--- src/rtl/core/gsps_pkg.sv ---
// shared types, constants and token builders for the guide star pixel select block
package gsps_pkg;

  localparam int ITERS = 22;
  localparam int XY_W  = 34;
  localparam int Z_W   = 26;
  localparam int ANG_W = 24;
  localparam int ACC_W = 68;
  localparam int NUM_W = 52;
  localparam int DEN_W = 26;

  localparam logic signed [Z_W-1:0]  HALF_TURN    = 26'sd8388608;
  localparam logic signed [Z_W-1:0]  QUARTER_TURN = 26'sd4194304;
  localparam logic signed [XY_W-1:0] CORDIC_K     = 34'sd652032874;

  localparam int CENTER_X = 812;
  localparam int CENTER_Y = 500;
  localparam int WIN_X_LO = 700;
  localparam int WIN_X_HI = 924;
  localparam int WIN_Y_LO = 200;
  localparam int WIN_Y_HI = 800;

  // arctangent of 2^-i in 1/2^24 turn
  localparam logic [ANG_W-1:0] ATAN_TAB [ITERS] = '{
    24'd2097152, 24'd1238021, 24'd654136, 24'd332050, 24'd166669, 24'd83416,
    24'd41718, 24'd20860, 24'd10430, 24'd5215, 24'd2608, 24'd1304, 24'd652,
    24'd326, 24'd163, 24'd81, 24'd41, 24'd20, 24'd10, 24'd5, 24'd3, 24'd1
  };

  typedef enum logic [1:0] {TAG_PA1, TAG_PA0, TAG_TILT, TAG_ROT} tag_e;

  typedef enum logic [2:0] {
    REG_ROT_X, REG_ROT_Y, REG_GOFF_X, REG_GOFF_Y,
    REG_GANGLE, REG_SCALE_X, REG_SCALE_Y, REG_SKIP
  } cfg_reg_e;

  // sequencer states of the top level
  typedef enum logic [3:0] {
    S_IDLE, S_ISSUE, S_WAIT1, S_ROT, S_WAIT2, S_MAC,
    S_DX_ST, S_DX, S_DY_ST, S_DY, S_DONE
  } state_e;

  // one vector moving down the cordic row
  typedef struct packed {
    logic                   vld;
    logic                   vec;   // 1: vectoring (atan2), 0: rotation (sin/cos)
    logic                   flag;  // vectoring: zero vector, rotation: negate result
    tag_e                   tag;
    logic signed [XY_W-1:0] x;
    logic signed [XY_W-1:0] y;
    logic signed [Z_W-1:0]  z;
  } cordic_tok_t;

  // atan2 token with left half-plane folded over
  function automatic cordic_tok_t vec_tok(input logic signed [24:0] y,
                                          input logic signed [24:0] x,
                                          input tag_e tag);
    cordic_tok_t t;
    logic        neg;
    neg    = (x < 0);
    t.vld  = 1'b1;
    t.vec  = 1'b1;
    t.flag = (x == 25'sd0) && (y == 25'sd0);
    t.tag  = tag;
    t.x    = neg ? -XY_W'(x) : XY_W'(x);
    t.y    = neg ? -XY_W'(y) : XY_W'(y);
    t.z    = neg ? HALF_TURN : '0;
    return t;
  endfunction

  // sin/cos token with angles beyond a quarter turn folded by half a turn
  function automatic cordic_tok_t rot_tok(input logic [15:0] a, input tag_e tag);
    cordic_tok_t              t;
    logic signed [ANG_W-1:0]  z24;
    logic signed [Z_W-1:0]    z;
    logic                     neg;
    z24 = $signed({a, 8'h00});
    z   = Z_W'(z24);
    neg = 1'b0;
    if (z > QUARTER_TURN) begin
      z   = z - HALF_TURN;
      neg = 1'b1;
    end else if (z < -QUARTER_TURN) begin
      z   = z + HALF_TURN;
      neg = 1'b1;
    end
    t.vld  = 1'b1;
    t.vec  = 1'b0;
    t.flag = neg;
    t.tag  = tag;
    t.x    = CORDIC_K;
    t.y    = '0;
    t.z    = z;
    return t;
  endfunction

endpackage

--- src/rtl/core/gsps_divider.sv ---
// restoring divider, one quotient bit per cycle
module gsps_divider (
  input  logic                        clk_i,
  input  logic                        rst_ni,
  input  logic                        start_i,
  input  logic [gsps_pkg::NUM_W-1:0]  num_i,
  input  logic [gsps_pkg::DEN_W-1:0]  den_i,
  output logic                        done_o,
  output logic [gsps_pkg::NUM_W-1:0]  quot_o
);
  import gsps_pkg::*;

  logic                 busy_q, done_q;
  logic [5:0]           cnt_q;
  logic [NUM_W-1:0]     num_q;
  logic [DEN_W-1:0]     den_q, rem_q;
  logic [DEN_W:0]       trial;
  logic                 qbit;

  // trial subtract of the shifted remainder
  always_comb begin
    trial = {rem_q, num_q[NUM_W-1]};
    qbit  = (trial >= {1'b0, den_q});
  end

  always_ff @(posedge clk_i or negedge rst_ni) begin
    if (!rst_ni) begin
      busy_q <= 1'b0;
      done_q <= 1'b0;
      cnt_q  <= '0;
    end else begin
      done_q <= 1'b0;
      if (start_i) begin
        busy_q <= 1'b1;
        cnt_q  <= '0;
      end else if (busy_q) begin
        cnt_q <= cnt_q + 6'd1;
        if (cnt_q == 6'(NUM_W - 1)) begin
          busy_q <= 1'b0;
          done_q <= 1'b1;
        end
      end
    end
  end

  // quotient bits shift in where numerator bits leave
  always_ff @(posedge clk_i) begin
    if (start_i) begin
      num_q <= num_i;
      den_q <= den_i;
      rem_q <= '0;
    end else if (busy_q) begin
      num_q <= {num_q[NUM_W-2:0], qbit};
      rem_q <= qbit ? DEN_W'(trial - {1'b0, den_q}) : trial[DEN_W-1:0];
    end
  end

  assign done_o = done_q;
  assign quot_o = num_q;

endmodule
--- config.mk ---
export PLATFORM = sky130hd
export DESIGN_NAME = gsps_divider
export DESIGN_NICKNAME = d
export VERILOG_FILES = /design/src/rtl/core/gsps_pkg.sv /design/src/rtl/core/gsps_divider.sv
export SDC_FILE = /design/constraint.sdc
export NUM_CORES = 1
export LEC_CHECK = 0
export BUFFER_PORTS_ARGS = -buffer_cell sky130_fd_sc_hd__buf_2
export CAP_MARGIN = 15
export CORE_UTILIZATION = 59
export DETAILED_ROUTE_END_ITERATION = 7
export GPL_TIMING_DRIVEN = 0
export PLACE_DENSITY = 0.86
export SLEW_MARGIN = 0
export SYNTH_ARGS = -nofsm -noshare
export SYNTH_HDL_FRONTEND = slang
export SYNTH_SLANG_ARGS = --single-unit
--- constraint.sdc ---
create_clock -name clk_i -period 5.85 [get_ports clk_i]
set_input_delay 0.585 -clock clk_i [delete_from_list [all_inputs] [get_ports clk_i]]
set_output_delay 0.585 -clock clk_i [all_outputs]
set_load 0.01 [all_outputs]
==> impl_metrics.toml <==
[detailed_routing]
dr.pass1.iters = 5
viasPerCell = 5.768
wire_per_inst_um = 17.12
drt_iter0_drc = 170
drc = 0
vias = 4551
wirelength_um = 13500
antenna_left = 0

[sta]
max_freq_mhz = 312.2
tns_ps = 0
final.min_clock_period_ps = 3203
grt_setup_unrepaired = "false"
final_max_slew_viol_count = 0
tightest_slew_ps = 700.3
finalCritPeriodShare_pct = 54.75
layout_setup_ws_ps = 2647
finalSetupViolations = 0
slew_headroom_pct = 52.10
skew_ps = 15.21
hold_violations = 0

[worst_setup_path]
r2r-start = "den_q[1]$_DFFE_PP_"
crit_path_max_fanout = 10
crit_path_start_kind = "flop"
cp.arrival_ps = 3430
r2r-end = "rem_q[13]$_SDFFE_PP0P_"
cp-end-kind = "flop"
r2r.worst_path.cells = 10
path_class = "reg -> reg"
reg2reg_slack_ps = 2650
critPathLaunch = "den_q[1]$_DFFE_PP_"
cp.required_ps = 6080

[synth]
synthCells = 505
yosysSeqAreaShare_pct = 52.07
synthFlopType = "edfxtp_1"
ys_types = 58
avgSynthCellArea_um2 = 11.65
synth_nets = 614
yosysWarnings = 0
ys_ff_latch = 112
syn_area_mm2 = 0.005882
synth_edf_count = 78
async_flop_share_pct = 7.143

[finish]
area_delta_synth_final_pct = 17.42
multiInputGateArea_mm2 = 0.002610
drive_gt1_share_pct = 32.06
fillCellCount = 725
layout.area.seq_mm2 = 0.003063
final_cell_mix = "buf_2, edfxtp_1, mux2_2"
mostFrequentLayoutCell = "buf_2"
nNetsFinal = 759
final_util_pct = 70.99
final_area_mm2 = 0.006907

[clock_network]
worstSkewPairLatency_ps = 380
clockRootBuffer = "clkbuf_8"
ctsHtreeMaxLevel = 3
numCtsBuffers = 9
cts_buffer_depth = 2
postCtsSetupRepairBufs = 0
cts_sinks = 112
cts-resized-gates = 0
cts.clk_slew.worst_paths_ps = 110
cts-hold-fix-buffers = 0
cts_tree = "done"

[place]
place_congestion = 0.8703
portBuffers = 133
pre_cts_slack_ps = 2710
placed_area_mm2 = 0.006734
dp_hpwl_um = 9958

[global_routing]
grt_max_degree = 32
use_met2_pct = 46.78
grt_pass1_wl_um = 21290
grt_pass1_vias = 4503
antenna_found_initial = 0
grt_overflow_total = 0
grtUsageTotal_pct = 27.04
met3_usage_pct = 8.413
grt_use_met1_pct = 32.20
busiest_layer = "met2"

[floorplanning]
row_count = 36
coreArea_mm2 = 0.009729
dieArea_mm2 = 0.01037
die_w_um = 101.8
ioPinCount = 134
start_util_pct = 60.46
die_h_um = 101.8

[power_and_ir_drop]
p_per_area_mw_per_mm2 = 270.7
peakVddDrop_mv = 0.1953
leakage_nw = 3.067

[outcome]
outcome = "complete, no violations"

[job]
maxCapViolations = 0

[worst_hold_path]
hold_class = "in -> async"
## worst max path at each step
stage	slack, ps	endpoint	depth (start not counted)
CTS	2690	rem_q[13]$_SDFFE_PP0P_	10
global placement	2140	quot_o[8]$_DFFE_PP_	4
floorplan	3240	rem_q[20]$_SDFFE_PP0P_	11
global route	2440	rem_q[25]$_SDFFE_PP0P_	11
detailed placement	2710	rem_q[13]$_SDFFE_PP0P_	10
finish	2650	rem_q[13]$_SDFFE_PP0P_	10
## worst max-delay path, cell delays in order, from the launching register on
cell	delay, ps
edfxtp_1	430
inv_1	80
ha_1	230
nor2b_1	150
o31a_1	270
o31ai_1	540
o211ai_2	270
a211oi_4	450
buf_6	220
nand2b_1	270
o221ai_1	140
## Yosys cell counts (4+ instances only)
library cell,count,share of area (%)
edfxtp_1,78,40
mux2_2,51,9.8
nor2_1,37,2.4
inv_1,30,1.9
ha_1,27,5.7
a21oi_1,26,2.2
dfxtp_1,26,8.8
nand2_1,25,1.6
o21ai_0,25,2.1
clkbuf_1,14,0.89
a21o_1,12,1.5
xor2_1,12,1.8
a211oi_1,11,1.4
mux2i_1,11,1.9
xnor2_1,11,1.6
nor3_1,10,0.85
dfrtp_1,8,3.4
nand2b_1,8,0.85
nand4_1,7,0.74
nor2b_1,6,0.64
o21a_1,6,0.77
a32oi_1,5,0.74
nor3b_1,4,0.51
## layer usage
metal / wire length (µm) / part of all wire, %
met1: 5331 / 39
met2: 6680 / 49
met3: 1211 / 9.0
met4: 281 / 2.1
met5: 0 / 0
## sequential cells by signal, indices dropped and copies added, names as in the netlist
signal  count
quot_o     52
den_q      26
rem_q      26
cnt_q       6
busy_q      1
done_o      1
## report_power, final
group          switching [mW]  total, mW  internal (mW)
registers              0.0440      0.976          0.932
clock network           0.271      0.430          0.159
logic                   0.251      0.464          0.213
total                   0.565       1.87           1.30
## layout make-up
type | count | area share [%]
multi-input cells | 343 | 37.79
inverters | 30 | 1.630
diodes | 1 | 0.03623
flip-flops and latches | 112 | 44.35
repair buffers | 134 | 9.928
clock inverters | 6 | 0.6159
clock buffers | 10 | 1.848
well taps | 133 | 2.409
plain buffers | 20 | 1.395
## metrics by stage
step	cells	hold slack, ps	power [mW]
6_report	789	19.17	1.869
5_1_grt	788	12.94	1.958
4_1_cts	788	17.36	1.872
3_5_place_dp	772	434.0	1.449
3_3_place_gp	771	434.7	1.431
2_1_floorplan	505	289.4	1.302
## cells by family (layout without fill, tap and decap cells)
| group | after synthesis | after routing | synth area share, % |
|---|---|---|---|
| flops | 112 | 112 | 52.07 |
| fa+ha+maj | 28 | 28 | 6.084 |
| mux | 62 | 62 | 11.64 |
| xor+xnor | 23 | 23 | 3.425 |
| simple gates | 114 | 114 | 9.551 |
| other cells | 0 | 1 | 0 |
| compound gates | 116 | 116 | 13.68 |
| buf+inv | 50 | 200 | 3.552 |
(Power assumes the default switching activity.)
