--- src/rtl/core/gsps_pkg.sv ---
// shared types, constants and token builders for the guide star pixel select block
package gsps_pkg;

  localparam int ITERS = 22;
  localparam int XY_W  = 34;
  localparam int Z_W   = 26;
  localparam int ANG_W = 24;
  localparam int ACC_W = 68;
  localparam int NUM_W = 52;
  localparam int DEN_W = 26;

  localparam logic signed [Z_W-1:0]  HALF_TURN    = 26'sd8388608;
  localparam logic signed [Z_W-1:0]  QUARTER_TURN = 26'sd4194304;
  localparam logic signed [XY_W-1:0] CORDIC_K     = 34'sd652032874;

  localparam int CENTER_X = 812;
  localparam int CENTER_Y = 500;
  localparam int WIN_X_LO = 700;
  localparam int WIN_X_HI = 924;
  localparam int WIN_Y_LO = 200;
  localparam int WIN_Y_HI = 800;

  // arctangent of 2^-i in 1/2^24 turn
  localparam logic [ANG_W-1:0] ATAN_TAB [ITERS] = '{
    24'd2097152, 24'd1238021, 24'd654136, 24'd332050, 24'd166669, 24'd83416,
    24'd41718, 24'd20860, 24'd10430, 24'd5215, 24'd2608, 24'd1304, 24'd652,
    24'd326, 24'd163, 24'd81, 24'd41, 24'd20, 24'd10, 24'd5, 24'd3, 24'd1
  };

  typedef enum logic [1:0] {TAG_PA1, TAG_PA0, TAG_TILT, TAG_ROT} tag_e;

  typedef enum logic [2:0] {
    REG_ROT_X, REG_ROT_Y, REG_GOFF_X, REG_GOFF_Y,
    REG_GANGLE, REG_SCALE_X, REG_SCALE_Y, REG_SKIP
  } cfg_reg_e;

  // sequencer states of the top level
  typedef enum logic [3:0] {
    S_IDLE, S_ISSUE, S_WAIT1, S_ROT, S_WAIT2, S_MAC,
    S_DX_ST, S_DX, S_DY_ST, S_DY, S_DONE
  } state_e;

  // one vector moving down the cordic row
  typedef struct packed {
    logic                   vld;
    logic                   vec;   // 1: vectoring (atan2), 0: rotation (sin/cos)
    logic                   flag;  // vectoring: zero vector, rotation: negate result
    tag_e                   tag;
    logic signed [XY_W-1:0] x;
    logic signed [XY_W-1:0] y;
    logic signed [Z_W-1:0]  z;
  } cordic_tok_t;

  // atan2 token with left half-plane folded over
  function automatic cordic_tok_t vec_tok(input logic signed [24:0] y,
                                          input logic signed [24:0] x,
                                          input tag_e tag);
    cordic_tok_t t;
    logic        neg;
    neg    = (x < 0);
    t.vld  = 1'b1;
    t.vec  = 1'b1;
    t.flag = (x == 25'sd0) && (y == 25'sd0);
    t.tag  = tag;
    t.x    = neg ? -XY_W'(x) : XY_W'(x);
    t.y    = neg ? -XY_W'(y) : XY_W'(y);
    t.z    = neg ? HALF_TURN : '0;
    return t;
  endfunction

  // sin/cos token with angles beyond a quarter turn folded by half a turn
  function automatic cordic_tok_t rot_tok(input logic [15:0] a, input tag_e tag);
    cordic_tok_t              t;
    logic signed [ANG_W-1:0]  z24;
    logic signed [Z_W-1:0]    z;
    logic                     neg;
    z24 = $signed({a, 8'h00});
    z   = Z_W'(z24);
    neg = 1'b0;
    if (z > QUARTER_TURN) begin
      z   = z - HALF_TURN;
      neg = 1'b1;
    end else if (z < -QUARTER_TURN) begin
      z   = z + HALF_TURN;
      neg = 1'b1;
    end
    t.vld  = 1'b1;
    t.vec  = 1'b0;
    t.flag = neg;
    t.tag  = tag;
    t.x    = CORDIC_K;
    t.y    = '0;
    t.z    = z;
    return t;
  endfunction

endpackage

--- src/rtl/core/gsps_cordic_cell.sv ---
// one cordic micro-rotation cell, registered, in vectoring or rotation mode
module gsps_cordic_cell (
  input  logic                 clk_i,
  input  logic                 rst_ni,
  input  gsps_pkg::cordic_tok_t tok_i,
  input  logic [4:0]           shift_i,
  output gsps_pkg::cordic_tok_t tok_o
);
  import gsps_pkg::*;

  cordic_tok_t             tok_d, tok_q;
  logic signed [XY_W-1:0]  xs, ys;
  logic signed [Z_W-1:0]   ang;
  logic                    dir_neg;

  // one micro-rotation, direction from y sign or residual angle
  always_comb begin
    xs      = tok_i.x >>> shift_i;
    ys      = tok_i.y >>> shift_i;
    ang     = $signed({2'b00, ATAN_TAB[shift_i]});
    dir_neg = tok_i.vec ? (tok_i.y > 0) : (tok_i.z < 0);
    tok_d   = tok_i;
    if (dir_neg) begin
      tok_d.x = tok_i.x + ys;
      tok_d.y = tok_i.y - xs;
      tok_d.z = tok_i.z + ang;
    end else begin
      tok_d.x = tok_i.x - ys;
      tok_d.y = tok_i.y + xs;
      tok_d.z = tok_i.z - ang;
    end
  end

  always_ff @(posedge clk_i or negedge rst_ni) begin
    if (!rst_ni) begin
      tok_q <= '0;
    end else begin
      tok_q <= tok_d;
    end
  end

  assign tok_o = tok_q;

endmodule

--- config.mk ---
export PLATFORM = sky130hd
export DESIGN_NAME = gsps_cordic_cell
export DESIGN_NICKNAME = d
export VERILOG_FILES = /design/src/rtl/core/gsps_pkg.sv /design/src/rtl/core/gsps_cordic_cell.sv
export SDC_FILE = /design/constraint.sdc
export NUM_CORES = 1
export LEC_CHECK = 0
export BUFFER_PORTS_ARGS = -buffer_cell sky130_fd_sc_hd__buf_2
export CORE_MARGIN = 2
export CORE_UTILIZATION = 55
export DETAILED_ROUTE_END_ITERATION = 10
export PLACE_DENSITY = 0.85
export SYNTH_ARGS = -nofsm -noshare
export SYNTH_HDL_FRONTEND = slang
export SYNTH_SLANG_ARGS = --single-unit
--- constraint.sdc ---
create_clock -name clk_i -period 0.8 [get_ports clk_i]
set_input_delay 0.16 -clock clk_i [delete_from_list [all_inputs] [get_ports clk_i]]
set_output_delay 0.16 -clock clk_i [all_outputs]
set_load 0.05 [all_outputs]
==> results.yml, run 1 <==
logic_synthesis:
  yosysTopAreaCellShare_pct: 17.20
  yosys.area_share.simple_pct: 16.42
  synth-edff-count: 0
  ys_seq_area_share_pct: 17.20
  synth_adder_area_share_pct: 9.016
  synth-seq-cells: 99
  synth_top_flop_cell: "dfrtp_1"
  syn_avg_cell_area_sq_um: 8.693
  synth_top_area_cell: "dfrtp_1"
  synthArstFlopShare_pct: 100.0
  synthMuxAreaShare_pct: 19.43
  ys_warn_count: 0
  synth-xor-area-share_pct: 9.667
  synth_area_sq_um: 14410
  synth_cells: 1657
  synth_nets: 1865
  synth_area_leaders: "dfrtp_1 (17%), mux4_2 (11%), ha_1 (8.6%)"
  synth_top_family_by_area: "compound AO/OA/AOI/OAI gates"
  synth_cell_types: 94
  synth-compound-area-share_pct: 24.24
floorplan:
  die_width_microns: 165.8
  io_pins: 205
  die_y_microns: 165.8
  rows: 59
  start_util_pct: 55.59
clock_tree:
  cts-root-buf: "clkbuf_16"
  cts_buffers: 9
  htree_levels: 3
  clock_sinks: 99
  clockBufferDepth: 2
grt:
  track_usage_pct: 98.16
  grt_pass1_vias: 30160
  grt_start_max_net_pins: 49
  grt_pass1_wl_mm: 209.1
  grt_overflow_total: 1428
place:
  gp_congestion: 1.312
  place_area_sq_um: 21550
  dp.cells: 2820
  port_buffers: 204
  dpl.hpwl_mm: 59.24
outcome:
  haltStage: "global routing"
  status: "did not finish"
  first-error: "[ERROR GRT-0116] Global routing finished with congestion. Check the congestion regions in the DRC Viewer."
## kinds of logic after synthesis
logic type	after synthesis
XOR/XNOR	159
flip-flops	99
multiplexers	183
buffers and inverters	127
AO/OA/AOI/OAI	517
AND/OR/NAND/NOR	470
adder cells (fa/ha/maj)	102
## routing by layer
layer / track usage (%) / overflow
met5: 60.52 / 22
met4: 106.5 / 367
met3: 85.34 / 73
met2: 114.0 / 893
met1: 92.94 / 73
## cell usage after synthesis, types with 14 or more instances
master    number
nor2_1       130
buf_1         14
xor2_1        55
o21ai_1       14
and3_1        17
nand2b_1      32
a31oi_1       28
xnor2_1      104
and2_1        15
ha_1          99
mux2_2        50
nor3_1        30
a211oi_1      17
o21a_1        17
nor2b_1       26
o22ai_1       19
mux4_2        72
inv_1         33
clkbuf_1      41
nand3_1       34
o21ai_0       90
a21oi_1      117
mux2i_1       58
buf_2         23
dfrtp_1       99
nand2_1      119
a21o_1        49
a22oi_1       14
## metrics by stage
step,setup WS [ns],TNS [ns]
after CTS,-3.839,-316.66
after detailed placement,-4.656,-360.29
after floorplan,-3.879,-272.12
after global placement,-4.252,-318.72
## timing repair
item                                    4_1_cts
hold buffers                                  5
cloned                                        6
resized for setup                           469
hold endpoints to repair                    103
endpoints found under the setup margin      193
pin swaps                                   186
buffers inserted                            132
==> inputs of run 2 (changes only) <==
--- a/config.mk
+++ b/config.mk
@@ -7,9 +7,9 @@
 export LEC_CHECK = 0
 export BUFFER_PORTS_ARGS = -buffer_cell sky130_fd_sc_hd__buf_2
 export CORE_MARGIN = 2
-export CORE_UTILIZATION = 55
+export CORE_UTILIZATION = 40
 export DETAILED_ROUTE_END_ITERATION = 10
-export PLACE_DENSITY = 0.85
+export PLACE_DENSITY_LB_ADDON = 0.15
 export SYNTH_ARGS = -nofsm -noshare
 export SYNTH_HDL_FRONTEND = slang
 export SYNTH_SLANG_ARGS = --single-unit
==> results.yml, run 2 <==
grt:
  grt_start_max_net_pins: 35
  antenna_found_initial: 1
  track_usage_pct: 38.32
  grt_pass1_vias: 19210
  grt_pass1_wl_mm: 111.4
  grt_overflow_total: 0
layout:
  mostFrequentLayoutCell: "buf_4"
  final_cell_mix: "buf_4 (774), buf_2 (142), buf_6 (123)"
  fin_area_sq_um: 25940
  final_cells: 3132
  nFillCells: 2613
  syn_to_final_growth_pct: 80.06
  drive_gt1_share_pct: 58.89
  largest_reg_flops: 99
  n_antenna_cell: 0
  post-route-util_pct: 73.10
  fin_nets: 2875
floorplan:
  rows: 69
  die_width_microns: 193.8
  core_sq_um: 35480
  start_util_pct: 40.60
  dieArea_sq_um: 37550
  io_pins: 205
  die_y_microns: 193.8
logic_synthesis:
  synth_most_common_cell: "nor2_1"
  ys_warn_count: 0
  synthMuxAreaShare_pct: 19.43
  yosysTopAreaCellShare_pct: 17.20
  synth-edff-count: 0
  syn_avg_cell_area_sq_um: 8.693
  synth_nets: 1865
  synth_adder_area_share_pct: 9.016
  synth_top_flop_cell: "dfrtp_1"
  synth-seq-cells: 99
  synthArstFlopShare_pct: 100.0
  synth_top_family_by_area: "compound AO/OA/AOI/OAI gates"
  synth-compound-area-share_pct: 24.24
  ys_seq_area_share_pct: 17.20
  synth_area_leaders: "dfrtp_1 (17%), mux4_2 (11%), ha_1 (8.6%)"
  synth_area_sq_um: 14410
  synthTopCellsByCount: "nor2_1 (130), nand2_1 (119), a21oi_1 (117)"
  yosys.area_share.simple_pct: 16.42
  synth_cell_types: 94
  synth_cells: 1657
  synth-xor-area-share_pct: 9.667
  synth_top_area_cell: "dfrtp_1"
place:
  place_area_sq_um: 22200
  dp.cells: 2986
  gp_congestion: 1.057
  port_buffers: 204
  dpl.hpwl_mm: 57.51
drt:
  drc: 0
  num_vias: 18630
  ant_nets: 0
  wl_per_cell_microns: 23.79
  first_pass_iters: 5
  drtIter0Drc: 1450
  wirelength_mm: 74.50
  post_drt_via_cell_ratio: 5.947
pwr:
  ir_drop_mv: 2.365
  p_leak_nw: 11.90
  p_per_area_nw_per_um2: 2092
  p_total_w: 0.05426
timing:
  finalSetupViolCount: 193
  fmax_ghz: 0.2149
  setup_slack_ns: -3.853
  fin_setup_tns_ns: -317.22
  rsz0062_at_grt: "yes"
  maxSlewHeadroom_pct: 40.70
  drv_slew: 0
  final.period_utilization_pct: 581.6
  tightest_slew_ns: 0.8842
  period_minus_slack_ns: 4.653
  hold_violations: 0
clock_tree:
  cts-root-buf: "clkbuf_16"
  clockBufferDepth: 2
  cts_tree: "built"
  path_clk_slew_ns: 0.08
  clock_sinks: 99
  htree_levels: 3
  cts_buffers: 9
setup_path:
  crit_arrival_ns: 4.92
  worst_ep_required_time_ns: 1.07
  crit_fanout: 8
  critical_path_class: "in2reg"
  start_kind: "input port"
  end_kind: "flop"
worst_hold_path:
  hold_start: "tok_i[0]"
  hp-class: "in2reg"
  whs_endpoint: "tok_o[0]$_DFF_PN0_"
  hold_depth: 2
outcome:
  violations: "setup timing"
  status: "finished with violations"
flow_run:
  maxCapViolCount: 0
run 2: cell counts after synthesis:
Identical to the previous run, type by type.
run 2: layer usage:
metal / share of wire, % / global-route usage, % / vias to the layer above
met5: 0 / 0 / -
met4: 4.8 / 17.13 / 0
met3: 8.3 / 7.845 / 253
met2: 48 / 65.13 / 936
met1: 39 / 46.79 / 9109
li1: - / - / 8328
run 2: timing repair:
| item | in CTS | in global routing |
|---|---|---|
| endpoints found under the hold margin | 105 | 0 |
| pin swaps | 129 | 135 |
| setup endpoints to repair | 193 | 193 |
| hold buffers | 6 | 0 |
| buffers inserted | 90 | 40 |
| cloned | 7 | 0 |
| resized for setup | 345 | 182 |
run 2: cell type report:
type,instances,area (sq um),share of cell area (%)
clock buffers,9,225.2,0.8683
flip-flops and latches,99,2477,9.551
well taps,461,576.8,2.224
inverters,36,141.4,0.5451
clock inverters,6,112.6,0.4342
repair buffers,1090,8925,34.41
multi-input cells,1431,13480,51.97
run 2: kinds of logic after synthesis:
| logic type | count (synthesis) |
|---|---|
| xor+xnor | 159 |
| flops | 99 |
| buf+inv | 127 |
| simple gates | 470 |
| fa+ha+maj | 102 |
| compound gates | 517 |
| mux | 183 |
run 2: stage by stage:
step,worst slack [ns],hold WS [ns]
final,-3.853,0.05071
after CTS,-3.666,-0.008039
after detailed placement,-4.555,0.04560
after floorplan,-3.879,-0.1356
after global routing,-4.006,0.04353
after global placement,-4.536,0.04711
run 2: worst max path at each step:
stage / from / end
6_report: shift_i[0] / tok_o[58]$_DFF_PN0_
2_1_floorplan: shift_i[0] / tok_o[59]$_DFF_PN0_
3_5_place_dp: shift_i[0] / tok_o[90]$_DFF_PN0_
5_1_grt: shift_i[0] / tok_o[89]$_DFF_PN0_
3_3_place_gp: shift_i[0] / tok_o[90]$_DFF_PN0_
4_1_cts: shift_i[0] / tok_o[90]$_DFF_PN0_
run 2: where the power goes:
group / leakage, nW / internal (W) / switching [W]
registers: 1.15 / 0.00716 / 0.000866
logic: 10.6 / 0.0180 / 0.0228
clock network: 0.166 / 0.00306 / 0.00229
total: 11.9 / 0.0283 / 0.0260
run 2: critical path, cell delays in order:
cell and delay, ns:
buf_16 0.11, buf_12 0.12, buf_12 0.12, buf_6 0.09, mux4_2 0.48, mux2_4 0.31
a221oi_4 0.34, or2b_4 0.34, nor3_4 0.20, buf_4 0.14, buf_6 0.11, and2_4 0.18
a21oi_2 0.06, xnor2_1 0.23, ha_2 0.25, a21o_1 0.18, a21oi_4 0.08, o31ai_4 0.31
buf_6 0.15, a31oi_2 0.11, o2111ai_2 0.12, nand3_2 0.14, o21ai_2 0.18, buf_4 0.14
o221ai_4 0.09, xnor2_2 0.15
No activity file was read; power rests on OpenSTA's default activity.
